<file path="src/design/bsdel_pkg.sv">
// Shared types and constants for the bounded stack with delete-all.
// Used by bsdel_cell, bsdel_ctrl and bounded_stack_with_delete_all_core.
package bsdel_pkg;

  localparam int CAPACITY = 64;
  localparam int WORD_W   = 32;
  localparam int CNT_W    = $clog2(CAPACITY + 1);
  localparam int DEPTH_W  = 7;

  localparam logic [CNT_W-1:0] CAP_CNT = CNT_W'(CAPACITY);

  typedef enum logic [2:0] {
    OP_PUSH    = 3'd0,
    OP_POP     = 3'd1,
    OP_TOP     = 3'd2,
    OP_POP_TOP = 3'd3,
    OP_CLEAR   = 3'd4,
    OP_PURGE   = 3'd5
  } op_t;

  typedef enum logic [1:0] {
    STAT_OK        = 2'd0,
    STAT_OVERFLOW  = 2'd1,
    STAT_UNDERFLOW = 2'd2
  } status_t;

  // What every cell does in a cycle
  typedef enum logic [1:0] {
    CM_HOLD = 2'd0,
    CM_PUSH = 2'd1,
    CM_POP  = 2'd2,
    CM_ROT  = 2'd3
  } cell_mode_t;

  typedef struct packed {
    cell_mode_t       mode;
    logic [CNT_W-1:0] len;
  } cell_cmd_t;

  typedef struct packed {
    logic [2:0]               operation;
    logic signed [WORD_W-1:0] value;
  } in_item_t;

  typedef struct packed {
    logic [1:0]               status;
    logic signed [WORD_W-1:0] read_data;
    logic [DEPTH_W-1:0]       depth_now;
    logic                     is_empty;
    logic                     is_full;
  } out_item_t;

endpackage

</file>
<file path="src/design/bsdel_ctrl.sv">
// Sequencer for the stack: entry count, delete-all walk and result register.
// Depends on bsdel_pkg; drives the command broadcast to the bsdel_cell row.
module bsdel_ctrl (
  input  logic                                clk,
  input  logic                                rst_n,
  input  logic                                start,
  output logic                                busy,
  input  bsdel_pkg::in_item_t                 in_item,
  input  logic signed [bsdel_pkg::WORD_W-1:0] top_word,
  output bsdel_pkg::cell_cmd_t                cmd,
  output logic                                out_valid,
  output bsdel_pkg::out_item_t                out_item
);

  typedef enum logic [1:0] {
    S_IDLE = 2'b01,
    S_DEL  = 2'b10
  } state_t;

  state_t                              state_r, state_nxt;
  logic [bsdel_pkg::CNT_W-1:0]         count_r, count_nxt;
  logic [bsdel_pkg::CNT_W-1:0]         steps_r, steps_nxt;
  logic signed [bsdel_pkg::WORD_W-1:0] val_r, val_nxt;
  logic                                out_valid_r, out_valid_nxt;
  bsdel_pkg::out_item_t                out_item_r;
  logic [1:0]                          status;
  logic signed [bsdel_pkg::WORD_W-1:0] rd;
  logic                                accept;
  logic                                hit;

  assign busy   = (state_r == S_DEL);
  assign accept = start && !busy;
  assign hit    = (top_word == val_r);

  always_comb begin
    state_nxt     = state_r;
    count_nxt     = count_r;
    steps_nxt     = steps_r;
    val_nxt       = val_r;
    out_valid_nxt = 1'b0;
    status        = bsdel_pkg::STAT_OK;
    rd            = '0;
    cmd.mode      = bsdel_pkg::CM_HOLD;
    cmd.len       = count_r;

    case (state_r)
      S_IDLE: begin
        if (accept) begin
          out_valid_nxt = 1'b1;
          case (in_item.operation)
            bsdel_pkg::OP_PUSH: begin
              if (count_r == bsdel_pkg::CAP_CNT) begin
                status = bsdel_pkg::STAT_OVERFLOW;
              end else begin
                cmd.mode  = bsdel_pkg::CM_PUSH;
                count_nxt = count_r + bsdel_pkg::CNT_W'(1);
              end
            end
            bsdel_pkg::OP_POP, bsdel_pkg::OP_TOP, bsdel_pkg::OP_POP_TOP: begin
              if (count_r == '0) begin
                status = bsdel_pkg::STAT_UNDERFLOW;
              end else begin
                if (in_item.operation != bsdel_pkg::OP_POP) begin
                  rd = top_word;
                end
                if (in_item.operation != bsdel_pkg::OP_TOP) begin
                  cmd.mode  = bsdel_pkg::CM_POP;
                  count_nxt = count_r - bsdel_pkg::CNT_W'(1);
                end
              end
            end
            bsdel_pkg::OP_CLEAR: begin
              count_nxt = '0;
            end
            bsdel_pkg::OP_PURGE: begin
              if (count_r != '0) begin
                // walk every entry once; result comes at the end of the walk
                out_valid_nxt = 1'b0;
                state_nxt     = S_DEL;
                steps_nxt     = count_r;
                val_nxt       = in_item.value;
              end
            end
            default: begin
            end
          endcase
        end
      end
      S_DEL: begin
        // rotate the live region; a matching top drops out of it
        cmd.mode  = bsdel_pkg::CM_ROT;
        count_nxt = count_r - bsdel_pkg::CNT_W'(hit);
        steps_nxt = steps_r - bsdel_pkg::CNT_W'(1);
        if (steps_r == bsdel_pkg::CNT_W'(1)) begin
          out_valid_nxt = 1'b1;
          state_nxt     = S_IDLE;
        end
      end
      default: begin
        state_nxt = S_IDLE;
      end
    endcase
  end

  always_ff @(posedge clk) begin
    if (!rst_n) begin
      state_r     <= S_IDLE;
      count_r     <= '0;
      steps_r     <= '0;
      out_valid_r <= 1'b0;
    end else begin
      state_r     <= state_nxt;
      count_r     <= count_nxt;
      steps_r     <= steps_nxt;
      out_valid_r <= out_valid_nxt;
    end
  end

  always_ff @(posedge clk) begin
    val_r <= val_nxt;
    if (out_valid_nxt) begin
      out_item_r.status    <= status;
      out_item_r.read_data <= rd;
      out_item_r.depth_now <= bsdel_pkg::DEPTH_W'(count_nxt);
      out_item_r.is_empty  <= (count_nxt == '0);
      out_item_r.is_full   <= (count_nxt == bsdel_pkg::CAP_CNT);
    end
  end

  assign out_valid = out_valid_r;
  assign out_item  = out_item_r;

endmodule
</file>
<file path="config.mk">
export PLATFORM = sky130hd
export DESIGN_NAME = bsdel_ctrl
export DESIGN_NICKNAME = d
export VERILOG_FILES = /design/src/design/bsdel_pkg.sv /design/src/design/bsdel_ctrl.sv
export SDC_FILE = /design/constraint.sdc
export NUM_CORES = 1
export LEC_CHECK = 0
export BUFFER_PORTS_ARGS = -buffer_cell sky130_fd_sc_hd__buf_2
export CAP_MARGIN = 20
export CORE_UTILIZATION = 55
export DETAILED_ROUTE_END_ITERATION = 6
export PLACE_DENSITY = 0.83
export SYNTH_ARGS = -nofsm -noshare
export SYNTH_HDL_FRONTEND = slang
export SYNTH_SLANG_ARGS = --single-unit
</file>
<file path="constraint.sdc">
create_clock -name clk -period 9.75 [get_ports clk]
set_input_delay 2.4375 -clock clk [delete_from_list [all_inputs] [get_ports clk]]
set_output_delay 2.4375 -clock clk [all_outputs]
set_load 0.02 [all_outputs]
</file>
==> flow_metrics.env <==
export IMPL_antenna_found_initial=0
export IMPL_die_height_um=92.0
export IMPL_hold_buffers=0
export IMPL_finalCriticalPeriod_ns=6.00
export IMPL_maxSlewViolCount=0
export IMPL_critical_path_slowest_cell="or3_1"
export IMPL_fillerInstances=567
export IMPL_ant_nets=0
export IMPL_dp_hpwl_um=7750
export IMPL_syn_nets=461
export IMPL_clk_pin_slew_ns=0.09
export IMPL_setup_slack_ns=3.75
export IMPL_crit_end="cmd[7]"
export IMPL_grt_max_degree=35
export IMPL_vdd_drop_max_mv=0.0940
export IMPL_startpoint="in_item[32]"
export IMPL_rsz0062_at_grt="false"
export IMPL_reg2regPathDepth=12
export IMPL_yosys_warnings=0
export IMPL_routed_via_density=5.67
export IMPL_grt_overflow=0
export IMPL_finalCritPeriodShare=0.615
export IMPL_netlist_area_um2=4460
export IMPL_syn_to_final_growth_pct=20.5
export IMPL_gp_congestion=0.906
export IMPL_post_cts_buffers=0
export IMPL_cts_root_buffer="clkbuf_8"
export IMPL_rows=32
export IMPL_layout_nets=581
export IMPL_path_delay_family="simple AND/OR/NAND/NOR gates"
export IMPL_drive_gt1_frac=0.295
export IMPL_portBuffers=123
export IMPL_comb_power_share=0.180
export IMPL_max_slew_worst_pin_slew_ns=0.928
export IMPL_cts_buffer_depth=2
export IMPL_seqPwrFrac=0.541
export IMPL_synthTopCellsByArea="edfxtp_1 51%, dfxtp_1 7.6%, xor2_1 7.1%, and2_1 5.8%, a21oi_1 2.4%"
export IMPL_hold_class="flip-flop to flip-flop"
export IMPL_tns_ns=0
export IMPL_fmax_ghz=0.167
export IMPL_boundaryPins=124
export IMPL_hold_viol=0
export IMPL_grt_pass1_wl_um=16600
export IMPL_core_um2=7770
export IMPL_p_per_area_nw_per_um2=161
export IMPL_synth_largest_area_cell="edfxtp_1"
export IMPL_critPathKind="primary input to output pin"
export IMPL_timing_rr_end="out_item[1]$_DFFE_PP_"
export IMPL_wl_per_cell_um=17.3
export IMPL_synthMostInstantiatedCell="edfxtp_1"
export IMPL_worst_path_max_fanout=15
export IMPL_start_kind="primary input"
export IMPL_yosys_top_cells_count="75 x edfxtp_1, 41 x and2_1, 36 x xor2_1"
export IMPL_synth_edf_count=75
export IMPL_clock_latency_ns=0.36
export IMPL_crit_chain="buf_2 -> or3_1 -> nor2_1 -> a21oi_1 -> nor2_1 -> buf_2"
export IMPL_numCtsBuffers=9
export IMPL_synth_top_area_frac=0.505
export IMPL_crit_path_max_incr_delay_ns=0.46
export IMPL_drt_pass1_iter_count=5
export IMPL_cp_num_cells=6
export IMPL_diodes=0
export IMPL_pwr_share_clk=0.279
export IMPL_grt_pass1_vias=3266
export IMPL_drtIter0Drc=273
export IMPL_r2r_start="val_r[25]$_DFFE_PP_"
export IMPL_cellInternalPower_mw=0.608
export IMPL_multiInputGateArea_um2=1760
export IMPL_worstSetupEndpointType="output pin"
export IMPL_synth_cell_types=58
export IMPL_cts_resized=0
export IMPL_p_leak_nw=2.26
export IMPL_hold_start="state_r[0]$_SDFFE_PN1P_"
export IMPL_h_tree_depth=3
export IMPL_status="complete, no violations"
export IMPL_p_sw_mw=0.256
export IMPL_die_w_um=92.0
export IMPL_initial_core_util=0.574
export IMPL_drc=0
export IMPL_cts_sinks=92
export IMPL_ys_ff_latch=92
export IMPL_placed_cell_area_um2=5180
export IMPL_cts_tree="yes"
export IMPL_synth_avg_cell_area_um2=11.6
export IMPL_critical_path_required_ns=7.31
export IMPL_critPathBufInv=2
export IMPL_arrival_ns=3.56
export IMPL_routed_wl_um=10500
export IMPL_synth_ff_type="edfxtp_1"
export IMPL_die_area_um2=8470
export IMPL_post_route_cell_area_um2=5370
export IMPL_pre_cts_ws_ns=3.77
export IMPL_setup_viol=0
export IMPL_p_sw_frac=0.296
export IMPL_regToRegSetupSlack_ns=6.26
export IMPL_yosysSeqAreaShare=0.582
export IMPL_fin_skew_ns=0.0179
export IMPL_final_util=0.691
export IMPL_syn_inst=383
export IMPL_cap_violations=0
export IMPL_final_seq_area_um2=2590
export IMPL_slew_headroom=0.382
export IMPL_synthArstFlopShare=0
export IMPL_grtUsageTotal=0.257
export IMPL_vias=3461
-- routing by layer --
layer  track usage  share of wire
met5             0              0
met4        0.0690          0.017
met3        0.0580          0.063
met2         0.432           0.49
met1         0.337           0.43
-- logic make-up after synthesis --
| kind of cell | synth area share |
|---|---|
| DFF | 0.582 |
| adders and majority gates | 0.0225 |
| AOI/OAI and AO/OA | 0.108 |
| muxes | 0.00898 |
| and+or+nand+nor | 0.176 |
| xor gates and xnor gates | 0.0747 |
| buffers and inverters | 0.0281 |
-- how the worst min path moves through the flow --
stage,to,depth (start not counted),slack (ns)
6_report,state_r[0]$_SDFFE_PN1P_,2,0.56
5_1_grt,state_r[0]$_SDFFE_PN1P_,2,0.61
4_1_cts,state_r[0]$_SDFFE_PN1P_,2,0.57
3_5_place_dp,state_r[0]$_SDFFE_PN1P_,2,0.55
3_3_place_gp,state_r[0]$_SDFFE_PN1P_,2,0.53
2_1_floorplan,state_r[0]$_SDFFE_PN1P_,2,0.51
-- placed cells by master, fill, tap and decap left out, types with 4 or more instances in the layout --
master,instances
a21oi_1,21
a31oi_1,4
and2_1,41
and3_1,4
buf_2,123
clkbuf_8,9
dfxtp_1,17
edfxtp_1,75
ha_1,8
inv_1,16
mux2i_1,4
nand2_1,12
nand2b_1,4
nand3_1,7
nor2_1,20
nor2b_1,7
nor3_1,9
nor4_1,10
o21ai_0,14
xor2_1,36
-- flip-flops by register name (all words and copies together) (netlist names) --
signal / flops
out_valid: 1
val_r: 32
state_r: 2
count_r: 7
out_item: 43
steps_r: 7
-- worst reg2reg max path: cells and delay by family (launching register included) --
family          cells  cell delay (ns)
simple gates        6             1.66
compound gates      2             0.59
fa+ha+maj           2             0.39
flops               1             0.38
xor+xnor            1             0.17
buf+inv             1             0.12
-- power groups by stage --
| stage | clock, mW | combinational, mW | sequential, mW |
|---|---|---|---|
| global route | 0.262 | 0.169 | 0.469 |
| floorplan | 0 | 0.0671 | 0.502 |
| finish | 0.241 | 0.156 | 0.467 |
| CTS | 0.246 | 0.155 | 0.467 |
| detailed placement | 0 | 0.155 | 0.476 |
| global placement | 0 | 0.154 | 0.475 |
-- layout make-up --
class                           instances  share of cell area
Clock buffer                            9              0.0231
Clock inverter                          7              0.0126
Inverter                               16              0.0112
Multi-Input combinational cell        258               0.328
Sequential cell                        92               0.483
Tap cell                              102              0.0238
Timing Repair Buffer                  126               0.119
-- through the flow --
stage / instances / power, mW / hold WS, ns
6_report: 610 / 0.864 / 0.562
5_1_grt: 610 / 0.901 / 0.614
4_1_cts: 610 / 0.868 / 0.568
3_5_place_dp: 594 / 0.630 / 0.551
3_3_place_gp: 594 / 0.629 / 0.526
2_1_floorplan: 383 / 0.569 / 0.512
Power figures use the tool's default switching activity.
