File: src/design/bsdel_pkg.sv
// Shared types and constants for the bounded stack with delete-all.
// Used by bsdel_cell, bsdel_ctrl and bounded_stack_with_delete_all_core.
package bsdel_pkg;

  localparam int CAPACITY = 64;
  localparam int WORD_W   = 32;
  localparam int CNT_W    = $clog2(CAPACITY + 1);
  localparam int DEPTH_W  = 7;

  localparam logic [CNT_W-1:0] CAP_CNT = CNT_W'(CAPACITY);

  typedef enum logic [2:0] {
    OP_PUSH    = 3'd0,
    OP_POP     = 3'd1,
    OP_TOP     = 3'd2,
    OP_POP_TOP = 3'd3,
    OP_CLEAR   = 3'd4,
    OP_PURGE   = 3'd5
  } op_t;

  typedef enum logic [1:0] {
    STAT_OK        = 2'd0,
    STAT_OVERFLOW  = 2'd1,
    STAT_UNDERFLOW = 2'd2
  } status_t;

  // What every cell does in a cycle
  typedef enum logic [1:0] {
    CM_HOLD = 2'd0,
    CM_PUSH = 2'd1,
    CM_POP  = 2'd2,
    CM_ROT  = 2'd3
  } cell_mode_t;

  typedef struct packed {
    cell_mode_t       mode;
    logic [CNT_W-1:0] len;
  } cell_cmd_t;

  typedef struct packed {
    logic [2:0]               operation;
    logic signed [WORD_W-1:0] value;
  } in_item_t;

  typedef struct packed {
    logic [1:0]               status;
    logic signed [WORD_W-1:0] read_data;
    logic [DEPTH_W-1:0]       depth_now;
    logic                     is_empty;
    logic                     is_full;
  } out_item_t;

endpackage

File: src/design/bsdel_cell.sv
// One storage cell of the stack row; cell 0 holds the top entry.
// Depends on bsdel_pkg for the command struct and word width.
module bsdel_cell (
  input  logic                               clk,
  input  bsdel_pkg::cell_cmd_t               cmd,
  input  logic [bsdel_pkg::CNT_W-1:0]        pos,
  input  logic signed [bsdel_pkg::WORD_W-1:0] prev_data,
  input  logic signed [bsdel_pkg::WORD_W-1:0] next_data,
  input  logic signed [bsdel_pkg::WORD_W-1:0] wrap_data,
  output logic signed [bsdel_pkg::WORD_W-1:0] data
);

  logic signed [bsdel_pkg::WORD_W-1:0] data_r;
  logic signed [bsdel_pkg::WORD_W-1:0] data_nxt;

  always_comb begin
    data_nxt = data_r;
    case (cmd.mode)
      bsdel_pkg::CM_PUSH: data_nxt = prev_data;
      bsdel_pkg::CM_POP:  data_nxt = next_data;
      bsdel_pkg::CM_ROT: begin
        // rotate the live region: advance inside it, take the old top at its end
        if (pos < cmd.len) begin
          data_nxt = next_data;
        end else if (pos == cmd.len) begin
          data_nxt = wrap_data;
        end
      end
      default: data_nxt = data_r;
    endcase
  end

  always_ff @(posedge clk) begin
    data_r <= data_nxt;
  end

  assign data = data_r;

endmodule

File: config.mk
export PLATFORM = sky130hd
export DESIGN_NAME = bsdel_cell
export DESIGN_NICKNAME = d
export VERILOG_FILES = /design/src/design/bsdel_pkg.sv /design/src/design/bsdel_cell.sv
export SDC_FILE = /design/constraint.sdc
export NUM_CORES = 1
export LEC_CHECK = 0
export ABC_CLOCK_PERIOD_IN_PS = 4600
export BUFFER_PORTS_ARGS = -buffer_cell sky130_fd_sc_hd__buf_4
export CORE_UTILIZATION = 35
export DETAILED_ROUTE_END_ITERATION = 6
export GPL_ROUTABILITY_DRIVEN = 0
export PLACE_DENSITY = 0.7
export SYNTH_ARGS = -nofsm -noshare
export SYNTH_HDL_FRONTEND = slang
export SYNTH_SLANG_ARGS = --single-unit
File: constraint.sdc
create_clock -name clk -period 4.6 [get_ports clk]
set_clock_uncertainty 0.2 [all_clocks]
set_input_delay 1.38 -clock clk [delete_from_list [all_inputs] [get_ports clk]]
set_output_delay 1.38 -clock clk [all_outputs]
set_load 0.02 [all_outputs]
==> metrics.cfg, run 1 <==
[final_layout]
multi_input_area_um2=1160
final-seq-area_um2=961
fill_cells=608
largest_reg_flops=32
layout-drive-gt1-share_pct=54.4
final_cells=426
antennaDiodeCount=0
nets=470
syn_to_final_growth_pct=53.2

[timing]
slew_headroom_pct=57.3
drv_slew=0
finalSetupTns_ns=0
setup_viol=0
period_minus_slack_ns=3.50
setup_ws_ns=1.10
hold_viol_final=0
worstMarginPinSlew_ns=0.640
holdWs_ns=1.21
fin_crit_sh_pct=76.2
rsz0062_at_grt=no
timing.fmax_ghz=0.285

[global_routing]
top_usage_layer=met2
track_usage_pct=19.4
gr-total-overflow=0
grt_pass1_vias=2191
grt.met2_usage_pct=34.8
antenna_found_initial=0
grt_util_met1_pct=23.4
grt_util_met3_pct=4.95
grt_start_max_net_pins=35
grt_pass1_wl_mm=10.1

[clocking]
cts_resized=0
cts-hold-fix-buffers=0
cts_sinks=32
htree_levels=2
post-cts-setup-buffers=0
cts_max_path_buffers=2
cts_tree=done
clk_pin_slew_ns=0.07
clock-root-buffer=clkbuf_8
cts_made_buffers=5

[worst_setup_path]
worstSetupStartpointType=primary input
worstPathCellList=buf_4 -> inv_1 -> ha_1 -> a21oi_1 -> a21o_1 -> a21oi_1 -> mux2i_4 -> buf_4
end_kind=flop
worst_path_max_delay_cell=a21o_1
slowest_delay_ns=0.52
cp_top_family=compound AO/OA/AOI/OAI gates
critPathKind=primary input to flop
path_max_fanout=32
arrival_ns=3.24
path_buf_inv=3
critical_path_required_ns=4.33

[floorplan]
rows=29
coreArea_um2=6310
io_pins=145
die_area_um2=6830
start_util_pct=36.0
die_h_um=82.6
dieWidth_um=82.6

[route]
routed_wl_mm=6.46
dr.pass1.iters=4
drtIter0Drc=71
drc=0
num_vias=2286
routedWlPerCell_um=15.2
vias_per_cell=5.37
detail-route-antenna-nets=0

[pwr]
finalPower_w=0.00107
powerDensity_nw_per_um2=306
ir_drop_mv=0.153
leakage_nw=1.53

[yosys]
ys_async_sr_fraction_pct=0
synth_fp_nets=339
synth_common_cells=nand2_1 (33), nand4_1 (33), a22oi_1 (32), edfxtp_1 (32), o211ai_2 (30)
synth_area_leader_cell=edfxtp_1
ys_types=19
synth-edff-count=32
yosysTopAreaCellShare_pct=42.2
seq_area_frac_synth_pct=42.2
synth.avg_cell_area_um2=10.5
synth_area_leaders=edfxtp_1 (42%), o211ai_2 (17%), a22oi_1 (11%)
synthCells=217
syn-cell-area_um2=2270
ys_warn_count=0
ys.flop_type=edfxtp_1
ys_seq_elements=32

[min_path]
holdCritPathClass=primary input to flop

[placement]
place_ws_ns=0.816
dp.cells=418
dp_hpwl_mm=4.70
port_buffers=144

[run_status]
status=finished, final reports clean

[job]
maxCapViolCount=0

[layout by cell type (no fill, tap or decap)]
cell type / n
o211ai_1: 2
nor2_2: 1
nand2_1: 33
ha_1: 8
a21oi_1: 4
edfxtp_1: 32
o211ai_2: 30
clkbuf_8: 5
nand3b_1: 1
o21a_1: 1
buf_4: 150
bufinv_16: 1
mux2i_4: 1
and2_4: 1
ha_2: 1
nor2_1: 1
a21o_1: 1
clkinv_1: 2
nand4_1: 33
a22oi_1: 32
nand3_1: 1
inv_1: 8
[kinds of logic (layout without fill, tap and decap cells)]
family,count (synthesis),after routing,synth area share [%]
adder cells (fa/ha/maj),9,9,4.95
buffers and inverters,34,166,7.32
AND/OR/NAND/NOR,71,71,15.8
flip-flops,32,32,42.2
AO/OA/AOI/OAI,70,70,29.3
multiplexers,1,1,0.440
[final cells by class]
cell class / instances / share of cell area, %
Clock buffer: 5 / 1.97
Clock inverter: 3 / 1.08
Inverter: 8 / 0.862
Multi-Input combinational cell: 151 / 33.4
Sequential cell: 32 / 27.6
Tap cell: 77 / 2.76
Timing Repair Buffer: 150 / 32.3
[path summary, 6_finish.rpt]
kind                        to  depth (start not counted)          start  slack [ns]
worst min-delay path  data[25]                          3  prev_data[25]        1.21
worst max-delay path  data[19]                          8         cmd[2]        1.10
[routing by layer]
layer,routed length (um),share of wire (%)
met1,2510,39
met2,3380,52
met3,524,8.1
met4,42,0.65
met5,0,0
[per-stage QoR]
step | instance area [um2] | util, %
after floorplan | 2270 | -
after global placement | 3380 | 53.5
after detailed placement | 3380 | 53.5
after CTS | 3480 | 55.2
after global routing | 3480 | 55.2
final | 3480 | 55.2
[tightest hold or removal path: cells and delay by family]
| kind | cells | cell delay, ns |
|---|---|---|
| compound gates | 2 | 0.13 |
| buf+inv | 1 | 0.08 |
[power breakdown]
group          internal (W)  leakage (nW)  switching [W]
logic              0.000183          1.16       0.000214
clock network      0.000158        0.0532      0.0000998
registers          0.000394         0.314      0.0000176
total              0.000734          1.53       0.000331
Power figures use the tool's default switching activity.
==> inputs of run 2 (changes only) <==
Settings changed: ABC_CLOCK_PERIOD_IN_PS 4600 to 3400, PLACE_DENSITY 0.7 to 0.67.
Clock period 4.6 ns to 3.4 ns, I/O delays scaled along.
==> run 2 against run 1 <==
  * Core utilization barely moved
  * Via count is 2.6% higher
  * Flip-flop and latch count unchanged
  * Final cell count rose by 0.70%
  * Wire length increased by 3.4%
  * Non-clock buffer count up 4
  * Critical endpoint is now data[23]
  * Highest routed layer unchanged
==> metrics.cfg, run 2 (synthesis gave the netlist of run 1 again) <==
[floorplan]
io_pins=145  ; unchanged
rows=29  ; unchanged
start_util_pct=36.0  ; unchanged
die_area_um2=6830  ; unchanged
die_h_um=82.6  ; unchanged
dieWidth_um=82.6  ; unchanged
coreArea_um2=6310  ; unchanged

[route]
num_vias=2345  ; +2.6%
drc=0  ; unchanged
routedWlPerCell_um=15.6  ; +2.7%
dr.pass1.iters=4  ; unchanged
vias_per_cell=5.47  ; +1.9%
detail-route-antenna-nets=0  ; unchanged
drtIter0Drc=153  ; +120%
routed_wl_mm=6.68  ; +3.4%

[timing]
fin_crit_sh_pct=79.1
rsz0062_at_grt=no
hold_viol_final=0  ; unchanged
setup_viol=0  ; unchanged
setup_ws_ns=0.710  ; -0.385 ns
slew_headroom_pct=63.8  ; +6.5 points
finalSetupTns_ns=0  ; unchanged
period_minus_slack_ns=2.69
drv_slew=0  ; unchanged
holdWs_ns=0.847  ; -0.360 ns
worstMarginPinSlew_ns=0.543  ; -0.0971 ns
timing.fmax_ghz=0.372

[placement]
port_buffers=144  ; unchanged
place_ws_ns=0.418  ; -0.397 ns
dp_hpwl_mm=4.84  ; +3.1%

[clocking]
cts-hold-fix-buffers=0  ; unchanged
cts_made_buffers=5  ; unchanged
clk_pin_slew_ns=0.07  ; about the same
post-cts-setup-buffers=0  ; unchanged
cts_tree=done
cts_max_path_buffers=2  ; unchanged
cts_sinks=32  ; unchanged
htree_levels=2  ; unchanged
cts_resized=0  ; unchanged
clock-root-buffer=clkbuf_8

[worst_setup_path]
path_max_fanout=32  ; unchanged
path_buf_inv=2  ; -1
worst_path_max_delay_cell=and2_4
critical_path_required_ns=3.21  ; -1.12 ns
arrival_ns=2.50  ; -0.74 ns
worstSetupStartpointType=primary input
worstPathCellList=buf_4 -> inv_1 -> ha_1 -> a21oi_1 -> o21a_1 -> and2_4 -> o211ai_1
cp_top_family=compound AO/OA/AOI/OAI gates
critPathKind=primary input to flop
slowest_delay_ns=0.51  ; about the same
end_kind=flop

[pwr]
ir_drop_mv=0.189  ; +23%
powerDensity_nw_per_um2=396  ; +29%
leakage_nw=1.54  ; +0.43%

[global_routing]
track_usage_pct=19.4  ; about the same
grt_start_max_net_pins=36  ; +2.9%
grt_pass1_wl_mm=9.94  ; -1.4%
gr-total-overflow=0  ; unchanged
antenna_found_initial=0  ; unchanged
grt_pass1_vias=2143  ; -2.2%

[final_layout]
nets=474  ; +0.85%
final_util_pct=55.2  ; about the same
antennaDiodeCount=0  ; unchanged
mostFrequentLayoutCells=buf_4 (154), nand4_1 (33), nand2_1 (33)
layout-drive-gt1-share_pct=55.1  ; +0.67 points
syn_to_final_growth_pct=53.2  ; about the same
final_common_cell=buf_4
largest_reg_flops=32  ; unchanged

[job]
maxCapViolCount=0  ; unchanged

[min_path]
holdCritPathClass=primary input to flop

[run_status]
status=finished, final reports clean

[run 2: cell types whose count changed in the layout (fill, tap and decap cells not counted)]
cell,change
clkbuf_1,+1
buf_4,+4
bufinv_16,-1
clkinv_1,-2
clkinv_2,+1
[run 2: per-stage QoR]
stage	instance area, um2	total power [W]	std cells
after floorplan	2290	0.000854	217
after global placement	3410	0.00111	422
after detailed placement	3410	0.00111	422
after CTS	3490	0.00139	429
after global routing	3490	0.00145	429
final	3490	0.00138	429
[run 2: area by class of cell]
class                           count  area [um2]
Clock buffer                        6        72.6
Clock inverter                      1        5.00
Fill cell                         601        2830
Inverter                            8        30.0
Multi-Input combinational cell    151        1160
Sequential cell                    32         961
Tap cell                           77        96.3
Timing Repair Buffer              154        1160
[run 2: report_power, final]
| group | switching (W) | leakage, nW | total, W | internal (W) |
|---|---|---|---|---|
| clock network | 0.000142 | 0.0410 | 0.000281 | 0.000139 |
| registers | 0.0000198 | 0.314 | 0.000552 | 0.000532 |
| logic | 0.000294 | 1.18 | 0.000546 | 0.000252 |
| total | 0.000456 | 1.54 | 0.00138 | 0.000923 |
[run 2: worst paths after layout]
check,startpoint,endpoint,slack (ns),depth (start not counted)
setup / recovery,cmd[6],data[23],0.71,7
hold / removal,prev_data[18],data[18],0.85,3
[run 2: per-layer routing]
metal	up-vias	global-route usage, %	part of all wire, %
met5	-	0	0
met1	1102	23.6	42
met4	0	6.21	1.0
met2	107	34.5	49
li1	1131	-	-
met3	5	3.52	8.1
